**config.mk**
```make
export PLATFORM = sky130hd
export DESIGN_NAME = gcd_angle_conv
export DESIGN_NICKNAME = d
export VERILOG_FILES = /design/src/rtl/gcd_pkg.sv /design/src/rtl/gcd_angle_conv.sv
export SDC_FILE = /design/constraint.sdc
export NUM_CORES = 2
export LEC_CHECK = 0
export ABC_AREA = 1
export BUFFER_PORTS_ARGS = -buffer_cell sky130_fd_sc_hd__buf_2
export CAP_MARGIN = 20
export CORE_MARGIN = 5
export CORE_UTILIZATION = 62
export DETAILED_ROUTE_END_ITERATION = 12
export GPL_ROUTABILITY_DRIVEN = 0
export PLACE_DENSITY = 0.82
export SYNTH_ARGS = -nofsm -noshare
export SYNTH_HDL_FRONTEND = slang
export SYNTH_SLANG_ARGS = --single-unit
export TNS_END_PERCENT = 1
```
**constraint.sdc**
```tcl
create_clock -name clk -period 10.88 [get_ports clk]
set_input_delay 0.544 -clock clk [delete_from_list [all_inputs] [get_ports clk]]
set_output_delay 0.544 -clock clk [all_outputs]
set_load 0.01 [all_outputs]
```
**src/rtl/gcd_pkg.sv**
```systemverilog
// Shared constants, types and arctangent table for the great-circle distance pipeline.
`timescale 1ns / 1ps

package gcd_pkg;

  // Default build parameters
  localparam int ANGLE_FRAC_BITS_DEF = 16;
  localparam int CORDIC_STAGES_DEF   = 20;

  // Datapath widths
  localparam int CW     = 34;  // CORDIC x/y/z, Q30 with headroom
  localparam int ROOT_W = 31;  // square root of a value up to 2^60
  localparam int SQ_W   = 61;  // remainder of the square root

  // Angle constants in degrees * 65536
  localparam logic signed [26:0] DEG_FULL    = 27'sd23592960;
  localparam logic signed [26:0] DEG_HALF    = 27'sd11796480;
  localparam logic signed [26:0] DEG_QUARTER = 27'sd5898240;
  localparam logic signed [26:0] DEG_3QUARTER = 27'sd17694720;

  // Degree to radian conversion: pi*2^29 = 45*CONV_Q + 13
  localparam logic [25:0] CONV_Q     = 26'd37480660;
  localparam logic [23:0] RECIP_45   = 24'd11930465;  // ceil(2^29 / 45)
  localparam logic [10:0] RECIP_45_S = 11'd1457;      // ceil(2^16 / 45)

  localparam logic signed [CW-1:0] GAIN_Q30 = 34'sd652032874;
  localparam logic signed [34:0]   PI_Q30   = 35'sd3373259426;
  localparam logic signed [32:0]   ONE_Q30  = 33'sd1073741824;
  localparam logic [SQ_W-1:0]      ONE_SQ   = 61'd1 << 60;

  localparam logic [15:0] RADIUS_RESET = 16'd6371;
  localparam logic [23:0] DIST_MAX     = 24'hFFFFFF;
  localparam logic [17:0] ANGLE_MAX    = 18'h3FFFF;

  // Tag carried through the square root cells
  typedef struct packed {
    logic              clamped;
    logic              cneg;
    logic [ROOT_W-1:0] ac;
  } sq_tag_t;

  // Tag carried through the arc cosine cells
  typedef struct packed {
    logic clamped;
    logic cneg;
  } ac_tag_t;

  // atan(2^-i) in Q30, truncated
  function automatic logic [29:0] atan_q30(input int i);
    logic [29:0] v;
    case (i)
      0:  v = 30'd843314856;
      1:  v = 30'd497837829;
      2:  v = 30'd263043836;
      3:  v = 30'd133525158;
      4:  v = 30'd67021686;
      5:  v = 30'd33543515;
      6:  v = 30'd16775850;
      7:  v = 30'd8388437;
      8:  v = 30'd4194282;
      9:  v = 30'd2097149;
      10: v = 30'd1048575;
      11: v = 30'd524287;
      12: v = 30'd262143;
      13: v = 30'd131071;
      14: v = 30'd65535;
      15: v = 30'd32767;
      16: v = 30'd16383;
      17: v = 30'd8191;
      18: v = 30'd4095;
      19: v = 30'd2047;
      20: v = 30'd1023;
      21: v = 30'd511;
      22: v = 30'd255;
      23: v = 30'd127;
      24: v = 30'd63;
      25: v = 30'd31;
      26: v = 30'd15;
      27: v = 30'd8;
      28: v = 30'd4;
      29: v = 30'd2;
      30: v = 30'd1;
      default: v = 30'd0;
    endcase
    return v;
  endfunction

endpackage

```
**src/rtl/gcd_angle_conv.sv**
```systemverilog
// Wraps and folds an angle in degrees and converts it to Q30 radians over five stages.
`timescale 1ns / 1ps

module gcd_angle_conv import gcd_pkg::*; (
  input  logic                 clk,
  input  logic                 en,
  input  logic signed [25:0]   deg,
  output logic signed [CW-1:0] z,
  output logic                 neg_cos
);

  logic signed [26:0] a_ext, w_next;
  logic [24:0]        w;
  logic signed [26:0] ws, fold_next;
  logic               fold_neg;
  logic signed [23:0] a2;
  logic               neg2;
  logic [22:0]        mag_next, mag3;
  logic [46:0]        m1_prod;
  logic [17:0]        m13;
  logic               sgn3, neg3;
  logic [48:0]        a_prod, a4;
  logic [22:0]        m0_full;
  logic [5:0]         m0;
  logic [19:0]        f_prod;
  logic [21:0]        t45_next, t45;
  logic               sgn4, neg4;
  logic [48:0]        b_sum;

  // Wrap into [0, 360) degrees
  assign a_ext = {deg[25], deg};
  always_comb begin
    if (a_ext < -DEG_FULL) begin
      w_next = a_ext + DEG_FULL + DEG_FULL;
    end else if (a_ext < 27'sd0) begin
      w_next = a_ext + DEG_FULL;
    end else if (a_ext >= DEG_FULL) begin
      w_next = a_ext - DEG_FULL;
    end else begin
      w_next = a_ext;
    end
  end

  always_ff @(posedge clk) begin
    if (en) begin
      w <= w_next[24:0];
    end
  end

  // Recenter to (-180, 180] and fold into [-90, 90]
  assign ws = $signed({2'b00, w});
  always_comb begin
    fold_neg = 1'b0;
    if (ws > DEG_QUARTER && ws < DEG_3QUARTER) begin
      fold_next = DEG_HALF - ws;
      fold_neg  = 1'b1;
    end else if (ws > DEG_HALF) begin
      fold_next = ws - DEG_FULL;
    end else begin
      fold_next = ws;
    end
  end

  always_ff @(posedge clk) begin
    if (en) begin
      a2   <= fold_next[23:0];
      neg2 <= fold_neg;
    end
  end

  // Magnitude and its quotient by 45
  assign mag_next = a2[23] ? 23'(-a2) : a2[22:0];
  assign m1_prod  = 47'(mag_next) * 47'(RECIP_45);

  always_ff @(posedge clk) begin
    if (en) begin
      mag3 <= mag_next;
      m13  <= m1_prod[46:29];
      sgn3 <= a2[23];
      neg3 <= neg2;
    end
  end

  // Main product and the small correction term
  assign a_prod   = 49'(mag3) * 49'(CONV_Q);
  assign m0_full  = mag3 - 23'(m13) * 23'd45;
  assign m0       = m0_full[5:0];
  assign f_prod   = 20'(m0) * 20'd13 * 20'(RECIP_45_S);
  assign t45_next = 22'(m13) * 22'd13 + 22'd65536 + 22'(f_prod[19:16]);

  always_ff @(posedge clk) begin
    if (en) begin
      a4   <= a_prod;
      t45  <= t45_next;
      sgn4 <= sgn3;
      neg4 <= neg3;
    end
  end

  // Sum, scale and apply sign
  assign b_sum = a4 + 49'(t45);

  always_ff @(posedge clk) begin
    if (en) begin
      z       <= sgn4 ? -$signed({3'b000, b_sum[47:17]}) : $signed({3'b000, b_sum[47:17]});
      neg_cos <= neg4;
    end
  end

endmodule

```
==> impl_metrics.toml <==
[synth]
synth-simple-area-share_pct = 14.0
netlist_instances = 3787
async_reset_ff_share_pct = 0
synth_mux_area_share_pct = 0
syn_area_sq_um = 32900
synthAdderAreaFrac_pct = 46.1
syn_avg_cell_area_sq_um = 8.69
synth_top_family_by_area = "adder cells"
syn_nets = 4795
ys.flop_type = "edfxtp_1"
synth_xor_area_share_pct = 4.47
synth_compound_area_share_pct = 6.10
synth_edf_count = 196
ys_seq_elements = 196
synth_cell_types = 56
seq_area_frac_synth_pct = 17.9
ys_warn_count = 0

[floorplan]
die_area_sq_um = 57800
die_w_um = 240
core_sq_um = 52600
dieHeight_um = 240
ios = 63
rows = 84
initial_utilization_pct = 62.7

[clock_tree]
cts_buffers = 17
cts-root-buf = "clkbuf_16"
cts_tree = "yes"
cts.htree.levels = 4
path_clk_slew_ps = 80
cts_hold_buf = 0
cts.sinks = 196
clock_latency_ps = 500
clock_path_buffers = 2

[finish]
drive_above_1_share_pct = 5.41
final_common_cell = "inv_1"
final_area_sq_um = 35000
final_cell_mix = "989 x inv_1, 607 x nand2_1, 582 x ha_1"
antenna_cells = 0
nets = 4897
fill_cells = 3973
area_growth_pct = 6.37

[route]
first_pass_iters = 6
drtAntennaViolNets = 0
dr_total_vias = 25400
routed_wl_um = 80200
initialDrtViolationCount = 1820
wl_per_cell_um = 17.5
drc = 0
vias_per_cell = 5.54

[timing]
fin_crit_sh_pct = 96.1
hold_viol_final = 0
slew_headroom_pct = 25.9
fmax_mhz = 95.7
finalSetupTns_ps = 0
period_needed_ps = 10450
slew_viol_final = 0
tightest_slew_ps = 1110
finalClockSkew_ps = 12.9
setup_viol = 0
holdWs_ps = 235

[worst_setup_path]
critPathKind = "reg2reg"
critical_path.max_stage_delay_ps = 560
crit_path_frequent_cell = "nand2_1"
cp.required_ps = 11120
start_kind = "flop"
cp_max_fo = 4
end_kind = "flop"
cp_slowest_cell = "fa_1"
arrival_ps = 10690

[global_route]
grt_pass1_vias = 25700
grt_pass1_wl_um = 127000
grt_antenna_before_repair = 0
grt_usage_pct = 27.8
grt_overflow = 0
grt_start_max_net_pins = 75

[run_status]
status = "complete, no violations"

[placed_design]
hpwl_um = 68200
port_buffers = 62
placed_area_sq_um = 34200

[min_path]
hold_class = "in2reg"

[flow_run]
cap_viol_max_count = 0
area by class of cell:
cell class | count | area (sq um) | share of cell area, %
multi-input cells | 2587 | 23400 | 66.9
flip-flops and latches | 196 | 5890 | 16.8
inverters | 996 | 3740 | 10.7
well taps | 688 | 861 | 2.46
repair buffers | 91 | 537 | 1.53
clock buffers | 18 | 429 | 1.23
clock inverters | 14 | 141 | 0.404
registers in the layout, indices dropped and copies added, names as in the netlist:
signal,flops
a4,46
neg_cos,1
neg2,1
sgn3,1
w,25
t45,20
neg3,1
mag3,23
m13,18
neg4,1
a2,24
sgn4,1
z,34
logic make-up after synthesis:
kind of cell    Yosys count
simple gates           1085
xor+xnor                168
buf+inv                1004
fa+ha+maj               980
flops                   196
compound gates          354
worst max-delay path, delay by kind of cell (launching register included):
kind | cells | cell delay (ps)
AO/OA/AOI/OAI | 4 | 700
XOR/XNOR | 7 | 1300
adder cells (fa/ha/maj) | 14 | 5210
buffers and inverters | 6 | 500
flip-flops | 1 | 450
AND/OR/NAND/NOR | 23 | 2040
synthesized netlist by cell type, types with 10 or more instances:
cell / count / area share, %
nand2_2: 22 / 0.42
a21oi_1: 166 / 2.5
a21o_1: 10 / 0.23
nand3b_1: 12 / 0.27
nand2_1: 612 / 7.0
o21ai_0: 90 / 1.4
inv_1: 990 / 11
o21a_1: 18 / 0.41
nand3_1: 109 / 1.7
nor3_1: 35 / 0.53
xnor2_1: 45 / 1.2
ha_1: 591 / 22
xor2_1: 123 / 3.3
edfxtp_1: 196 / 18
nand4_1: 21 / 0.40
nor2_1: 215 / 2.5
fa_1: 389 / 24
nor4_1: 17 / 0.32
nor2_2: 21 / 0.40
a31oi_1: 19 / 0.36
layer usage:
metal	part of all wire (%)	up-vias	GRT usage [%]
met5	0	-	0
met4	5.1	0	12.0
met3	8.8	264	7.20
met2	48	1072	47.0
met1	38	12000	33.8
li1	-	12100	-
path summary, 6_finish.rpt:
check                from  endpoint  slack, ps  depth (start not counted)
setup / recovery   m13[2]   t45[19]        430                         54
hold / removal    deg[17]     w[17]        230                          1
setup reg to reg   m13[2]   t45[19]        430                         54
hold reg to reg      neg3      neg4        420                          0
stage by stage:
step                util, %  setup WS (ps)  cells
floorplan                 -            959   3787
global placement       65.0            333   4543
detailed placement     65.0           16.6   4543
CTS                    66.2           17.5   4576
global route           66.6           -138   4590
finish                 66.6            425   4590
what timing repair did:
item / 4_1_cts / 5_1_grt
endpoints found under the hold margin: 0 / 0
gates cloned: 0 / 0
setup endpoints to repair: 2 / 16
buffers inserted: 1 / 14
gates resized for setup: 1 / 25
pin swaps: 0 / 17
Power is left out: the tool's default activity adds up to more than one toggle a clock period on the data nets, which glitch-free logic cannot reach.
