File: src/rtl/gcd_pkg.sv
// Shared constants, types and arctangent table for the great-circle distance pipeline.
`timescale 1ns / 1ps

package gcd_pkg;

  // Default build parameters
  localparam int ANGLE_FRAC_BITS_DEF = 16;
  localparam int CORDIC_STAGES_DEF   = 20;

  // Datapath widths
  localparam int CW     = 34;  // CORDIC x/y/z, Q30 with headroom
  localparam int ROOT_W = 31;  // square root of a value up to 2^60
  localparam int SQ_W   = 61;  // remainder of the square root

  // Angle constants in degrees * 65536
  localparam logic signed [26:0] DEG_FULL    = 27'sd23592960;
  localparam logic signed [26:0] DEG_HALF    = 27'sd11796480;
  localparam logic signed [26:0] DEG_QUARTER = 27'sd5898240;
  localparam logic signed [26:0] DEG_3QUARTER = 27'sd17694720;

  // Degree to radian conversion: pi*2^29 = 45*CONV_Q + 13
  localparam logic [25:0] CONV_Q     = 26'd37480660;
  localparam logic [23:0] RECIP_45   = 24'd11930465;  // ceil(2^29 / 45)
  localparam logic [10:0] RECIP_45_S = 11'd1457;      // ceil(2^16 / 45)

  localparam logic signed [CW-1:0] GAIN_Q30 = 34'sd652032874;
  localparam logic signed [34:0]   PI_Q30   = 35'sd3373259426;
  localparam logic signed [32:0]   ONE_Q30  = 33'sd1073741824;
  localparam logic [SQ_W-1:0]      ONE_SQ   = 61'd1 << 60;

  localparam logic [15:0] RADIUS_RESET = 16'd6371;
  localparam logic [23:0] DIST_MAX     = 24'hFFFFFF;
  localparam logic [17:0] ANGLE_MAX    = 18'h3FFFF;

  // Tag carried through the square root cells
  typedef struct packed {
    logic              clamped;
    logic              cneg;
    logic [ROOT_W-1:0] ac;
  } sq_tag_t;

  // Tag carried through the arc cosine cells
  typedef struct packed {
    logic clamped;
    logic cneg;
  } ac_tag_t;

  // atan(2^-i) in Q30, truncated
  function automatic logic [29:0] atan_q30(input int i);
    logic [29:0] v;
    case (i)
      0:  v = 30'd843314856;
      1:  v = 30'd497837829;
      2:  v = 30'd263043836;
      3:  v = 30'd133525158;
      4:  v = 30'd67021686;
      5:  v = 30'd33543515;
      6:  v = 30'd16775850;
      7:  v = 30'd8388437;
      8:  v = 30'd4194282;
      9:  v = 30'd2097149;
      10: v = 30'd1048575;
      11: v = 30'd524287;
      12: v = 30'd262143;
      13: v = 30'd131071;
      14: v = 30'd65535;
      15: v = 30'd32767;
      16: v = 30'd16383;
      17: v = 30'd8191;
      18: v = 30'd4095;
      19: v = 30'd2047;
      20: v = 30'd1023;
      21: v = 30'd511;
      22: v = 30'd255;
      23: v = 30'd127;
      24: v = 30'd63;
      25: v = 30'd31;
      26: v = 30'd15;
      27: v = 30'd8;
      28: v = 30'd4;
      29: v = 30'd2;
      30: v = 30'd1;
      default: v = 30'd0;
    endcase
    return v;
  endfunction

endpackage

File: src/rtl/gcd_sqrt_cell.sv
// One bit of a restoring integer square root, with a registered output.
`timescale 1ns / 1ps

module gcd_sqrt_cell import gcd_pkg::*; #(
  parameter int K = 0
) (
  input  logic              clk,
  input  logic              en,
  input  logic [ROOT_W-1:0] q_in,
  input  logic [SQ_W-1:0]   rem_in,
  input  sq_tag_t           tag_in,
  output logic [ROOT_W-1:0] q,
  output logic [SQ_W-1:0]   rem,
  output sq_tag_t           tag
);

  logic [62:0] trial;
  logic        take;

  // (q + 2^K)^2 - q^2
  assign trial = (63'(q_in) << (K + 1)) + (63'd1 << (2 * K));
  assign take  = {2'b00, rem_in} >= trial;

  // Accept or drop this root bit
  always_ff @(posedge clk) begin
    if (en) begin
      if (take) begin
        rem <= rem_in - trial[SQ_W-1:0];
        q   <= q_in | (ROOT_W'(1) << K);
      end else begin
        rem <= rem_in;
        q   <= q_in;
      end
      tag <= tag_in;
    end
  end

endmodule

File: config.mk
export PLATFORM = sky130hd
export DESIGN_NAME = gcd_sqrt_cell
export DESIGN_NICKNAME = d
export VERILOG_FILES = /design/src/rtl/gcd_pkg.sv /design/src/rtl/gcd_sqrt_cell.sv
export SDC_FILE = /design/constraint.sdc
export NUM_CORES = 1
export LEC_CHECK = 0
export BUFFER_PORTS_ARGS = -buffer_cell sky130_fd_sc_hd__buf_2
export CAP_MARGIN = 20
export CORE_ASPECT_RATIO = 0.7
export CORE_MARGIN = 3
export CORE_UTILIZATION = 35
export CTS_CLUSTER_DIAMETER = 50
export DETAILED_ROUTE_END_ITERATION = 7
export HOLD_SLACK_MARGIN = 0.08
export MAX_ROUTING_LAYER = met4
export SETUP_SLACK_MARGIN = 0.02
export SYNTH_ARGS = -nofsm -noshare
export SYNTH_HDL_FRONTEND = slang
export SYNTH_SLANG_ARGS = --single-unit
File: constraint.sdc
create_clock -name clk -period 4.9 [get_ports clk]
set_clock_uncertainty 0.15 [all_clocks]
set_input_delay 1.47 -clock clk [delete_from_list [all_inputs] [get_ports clk]]
set_output_delay 1.47 -clock clk [all_outputs]
set_load 0.05 [all_outputs]
==> impl_metrics.toml, run 1 <==
[run_status]
status = "complete, no violations"

[die]
start_util = 0.366
ios = 252
row_count = 41
die-area_um2 = 21000
die_h_um = 122
die_w_um = 172
fp.coreArea_um2 = 18500

[global_route]
grtUsageMet2 = 0.261
grt_busiest_layer = "met1"
grt_max_degree = 65
grt_pass1_vias = 5488
gr-usage-met3 = 0.0451
grt-ovfl-total = 0
grt_pass1_wl_um = 29300
grt_use_met1 = 0.270
antenna_found_initial = 1
grtUsageTotal = 0.186

[synth]
synthCells = 606
synth_compound_gate_area_share = 0.130
synth_top_area_share = 0.556
ys.flop_type = "edfxtp_1"
synth-edff-count = 125
yosys.area_share.simple = 0.142
yosys-top-cells-count = "edfxtp_1, nand2_1, o21ai_0"
synth_area_um2 = 6750
synth_mux_area_frac = 0
yosysUniqueCellTypes = 54
synth-xor-area-share = 0.0765
synth_top_family_by_area = "simple AND/OR/NAND/NOR gates"
syn-num-nets = 766
synth_area_leader_cell = "edfxtp_1"
synth_async_sr_flop_share = 0
synth_fa_ha_area_frac = 0.0623
ys.warnings.count = 0
ys_seq_area_frac = 0.556
synth-seq-cells = 125
synth.most_common_cell = "edfxtp_1"
synth.area.top_cells = "edfxtp_1, ha_1, xor2_1"
avgSynthCellArea_um2 = 11.1

[clock_network]
post-cts-setup-buffer-count = 0
ctsLongestPathBuffers = 2
cts_resized = 0
clock_sinks = 125
holdBufCountCts = 0
htreeDepth = 4
cts_tree = "built"
cts-root-buf = "clkbuf_16"
cts_made_buffers = 17
clkTransAtPathRegs_ps = 70

[power_and_ir_drop]
peakVddDrop_mv = 0.168
internal-power_uw = 2310
p_seq_frac = 0.378
power_density_nw_per_um2 = 397
pwr-share-comb = 0.254
p_switching_uw = 1230
clkPwrFrac = 0.368
p_leak_uw = 0.00380
swShare = 0.346

[drt]
drc_errors = 0
num_vias = 5669
drtAntennaViolNets = 0
wl_um = 19300
firstDrtPassIters = 6
drt-wirelength-per-cell_um = 17.3
vias_per_cell = 5.07
drt-initial-drc-count = 409

[timing]
finalMaxSlewViolations = 0
rsz0062_at_grt = "false"
tightest_slew_ps = 700
setup_viol = 0
tns_ps = 0
hold_viol_final = 0
slew_headroom = 0.532
period_share = 0.880
max_freq_mhz = 232
fin_crit_ps = 4310

[hold_path]
hold_depth = 1
hp-start = "tag_in[6]"
hold_class = "in2reg"
hold_end = "tag[6]"

[worst_setup_path]
cp-start-kind = "input port"
end_kind = "flop"
arrival_ps = 4310
worstSetupStartpoint = "q_in[2]"
worstPathMaxFanout = 17
worst-setup-path-type = "in2reg"
required_ps = 4900

[final_layout]
synthToLayoutAreaGrowth_pct = 32.1
final_nets = 1029
fin_area_um2 = 8920
postLayoutCoreUtil = 0.483
drive_gt1_frac = 0.345

[placed_design]
io_buffers = 251
dp_hpwl_um = 15100
place_area_um2 = 8320
gp_congestion = 0.931

[run]
drv_cap = 0
==> cell usage in the layout, fill, tap and decap left out, types with 3 or more instances in the layout <==
cell type / count
buf_2: 250
edfxtp_1: 125
nand2_1: 74
o21ai_0: 46
xor2_1: 45
a21oi_1: 39
inv_1: 37
nor2_1: 35
ha_1: 32
nor3_1: 19
clkbuf_16: 17
a21o_1: 14
xnor2_1: 14
nor4_1: 11
nand3_1: 10
buf_4: 9
nand4_1: 8
inv_6: 7
or3_1: 6
o211ai_1: 5
or4_1: 5
a211oi_1: 5
o21bai_1: 5
a31oi_1: 5
nand2b_1: 3
o21ai_1: 3
nor2b_1: 3
o221ai_1: 3
nor3b_1: 3
inv_8: 3
==> worst max path at each step <==
| stage | cells past startpoint | slack [ps] | to |
|---|---|---|---|
| after global routing | 11 | 390 | rem[51] |
| after global placement | 11 | 230 | rem[37] |
| after CTS | 11 | 600 | rem[58] |
| final | 11 | 590 | rem[58] |
| after detailed placement | 11 | 150 | rem[58] |
| after floorplan | 12 | 640 | rem[48] |
==> area by class of cell <==
cell class              instances  area, um^2
fillers                      1740        9550
flip-flops and latches        125        3750
multi-input cells             426        2770
repair buffers                261        1350
clock buffers                  17         425
well taps                     236         295
clock inverters                15         176
inverters                      38         143
diodes                          1        2.50
==> cell families (layout without fill, tap and decap cells) <==
logic type | after synthesis | in the layout
buffers and inverters | 55 | 331
other | 0 | 1
AOI/OAI and AO/OA | 141 | 141
DFF | 125 | 125
adders and majority gates | 33 | 33
and+or+nand+nor | 193 | 193
xor gates and xnor gates | 59 | 59
==> per-layer routing <==
metal | vias to the layer above | routed length [um]
met2 | 247 | 8080
met5 | - | 0
met4 | 0 | 195
met1 | 2639 | 9320
met3 | 16 | 1720
li1 | 2767 | -
==> state kept, by name, summed over array words and instances, names as in the netlist <==
name  flops
tag      33
q        31
rem      61
==> worst max-delay path, cell delays in order <==
cell and delay [ps]:
buf_2 90, inv_1 40, ha_1 360, o211ai_1 140
o211ai_1 340, a31oi_1 240, nor4_1 550, o211a_1 290
nor2_4 120, a2111oi_0 520, xor2_1 130
==> power groups by stage <==
stage | registers (uW) | clock network [uW] | logic (uW)
floorplan | 1750 | 0 | 241
global route | 1350 | 1380 | 964
finish | 1340 | 1300 | 899
detailed placement | 1360 | 0 | 901
CTS | 1340 | 1330 | 904
global placement | 1360 | 0 | 896
==> stage by stage <==
| stage | hold slack [ps] | worst slack, ps | power [uW] | std cells |
|---|---|---|---|---|
| after floorplan | 1420 | 639 | 1990 | 606 |
| after global placement | 1500 | 227 | 2250 | 1086 |
| after detailed placement | 1500 | 154 | 2260 | 1086 |
| after CTS | 1050 | 595 | 3570 | 1118 |
| after global routing | 1050 | 390 | 3690 | 1119 |
| final | 1070 | 589 | 3540 | 1119 |
No activity file was read; power rests on OpenSTA's default activity.
==> run 2: changes to the inputs <==
Settings changed: CORE_MARGIN 3 to 1, CTS_BUF_LIST from default to sky130_fd_sc_hd__clkbuf_4.
==> impl_metrics.toml, run 2 (same netlist as run 1, synthesis figures left out) <==
[drt]
drc_errors = 0
drt-wirelength-per-cell_um = 16.6
num_vias = 5669
drtAntennaViolNets = 0
firstDrtPassIters = 4
vias_per_cell = 5.01
wl_um = 18800
drt-initial-drc-count = 239

[worst_setup_path]
worst-setup-path-type = "in2reg"
cp-start-kind = "input port"
required_ps = 5050
arrival_ps = 4290
end_kind = "flop"
worstPathMaxFanout = 18

[timing]
tns_ps = 0
finalMaxSlewViolations = 0
holdWs_ps = 925
rsz0062_at_grt = "false"
max_freq_mhz = 241
period_share = 0.846
hold_viol_final = 0
fin_crit_ps = 4150
tightest_slew_ps = 668
slew_headroom = 0.555
setup_slack_ps = 755
setup_viol = 0

[placed_design]
gp_congestion = 0.881
dp_hpwl_um = 14400
place_area_um2 = 8380
dpl_worst_slack_ps = 178
io_buffers = 251

[die]
fp.coreArea_um2 = 18900
ios = 252
row_count = 42
die-area_um2 = 19900
die_h_um = 118
start_util = 0.357
die_w_um = 168

[global_route]
grt_pass1_vias = 5393
grt-ovfl-total = 0
antenna_found_initial = 1
grt_max_degree = 126
grt_pass1_wl_um = 29000
grtUsageTotal = 0.198

[final_layout]
most-common-layout-cells = "buf_2, edfxtp_1, nand2_1, o21ai_0, xor2_1"
fin_area_um2 = 8680
layout_commonest_cell = "buf_2"
synthToLayoutAreaGrowth_pct = 28.6
fill_cells = 1858
final_nets = 1035
regMostFlops = "rem"
largest_register_ffs = 61
largest_registers = "rem x61, tag x33, q x31"
drive_gt1_frac = 0.349

[clock_network]
cts_resized = 0
htreeDepth = 4
clock_sinks = 125
cts-root-buf = "clkbuf_4"
holdBufCountCts = 0
ctsLongestPathBuffers = 2
clkTransAtPathRegs_ps = 140
cts_tree = "built"
cts_made_buffers = 17
post-cts-setup-buffer-count = 0

[power_and_ir_drop]
peakVddDrop_mv = 0.141
p_leak_uw = 0.00369
power_density_nw_per_um2 = 350

[run_status]
status = "complete, no violations"

[hold_path]
hold_class = "in2reg"

[run]
drv_cap = 0
run 2: final timing paths:
path / start / endpoint / slack (ps) / cells past startpoint
max: q_in[2] / rem[57] / 750 / 12
min: tag_in[30] / tag[30] / 920 / 1
run 2: stage by stage:
step	std cells	power (uW)	utilization
CTS	1130	3070	0.459
global placement	1098	2260	0.443
global route	1131	3180	0.459
detailed placement	1098	2260	0.443
floorplan	606	1990	-
finish	1131	3040	0.459
run 2: worst max-delay path, stage by stage:
cell and delay [ps]:
buf_2 90, inv_1 40, ha_1 380, o211ai_1 150, o211ai_1 330, a31oi_1 220
nor4_1 530, o211a_1 290, nor2_4 90, buf_12 170, a2111oi_2 430, xor2_1 120
run 2: per-layer routing:
layer / up-vias / part of all wire / track usage
met3: 17 / 0.077 / 0.0516
met2: 218 / 0.42 / 0.280
met1: 2650 / 0.49 / 0.281
met4: 0 / 0.011 / 0.0510
met5: - / 0 / -
li1: 2784 / - / -
run 2: report_power, final:
part	total [uW]	leakage [uW]	internal, uW	switching, uW
Combinational	903	0.00231	236	667
Sequential	1330	0.00122	1310	26.6
Clock	805	0.000162	323	482
run 2: area by class of cell:
cell class / instances / area, um^2 / share of cell area
flip-flops and latches: 125 / 3750 / 0.432
multi-input cells: 426 / 2770 / 0.319
repair buffers: 267 / 1400 / 0.162
well taps: 242 / 303 / 0.0349
clock inverters: 15 / 175 / 0.0202
inverters: 38 / 143 / 0.0164
clock buffers: 17 / 128 / 0.0147
diodes: 1 / 2.50 / 0.000288
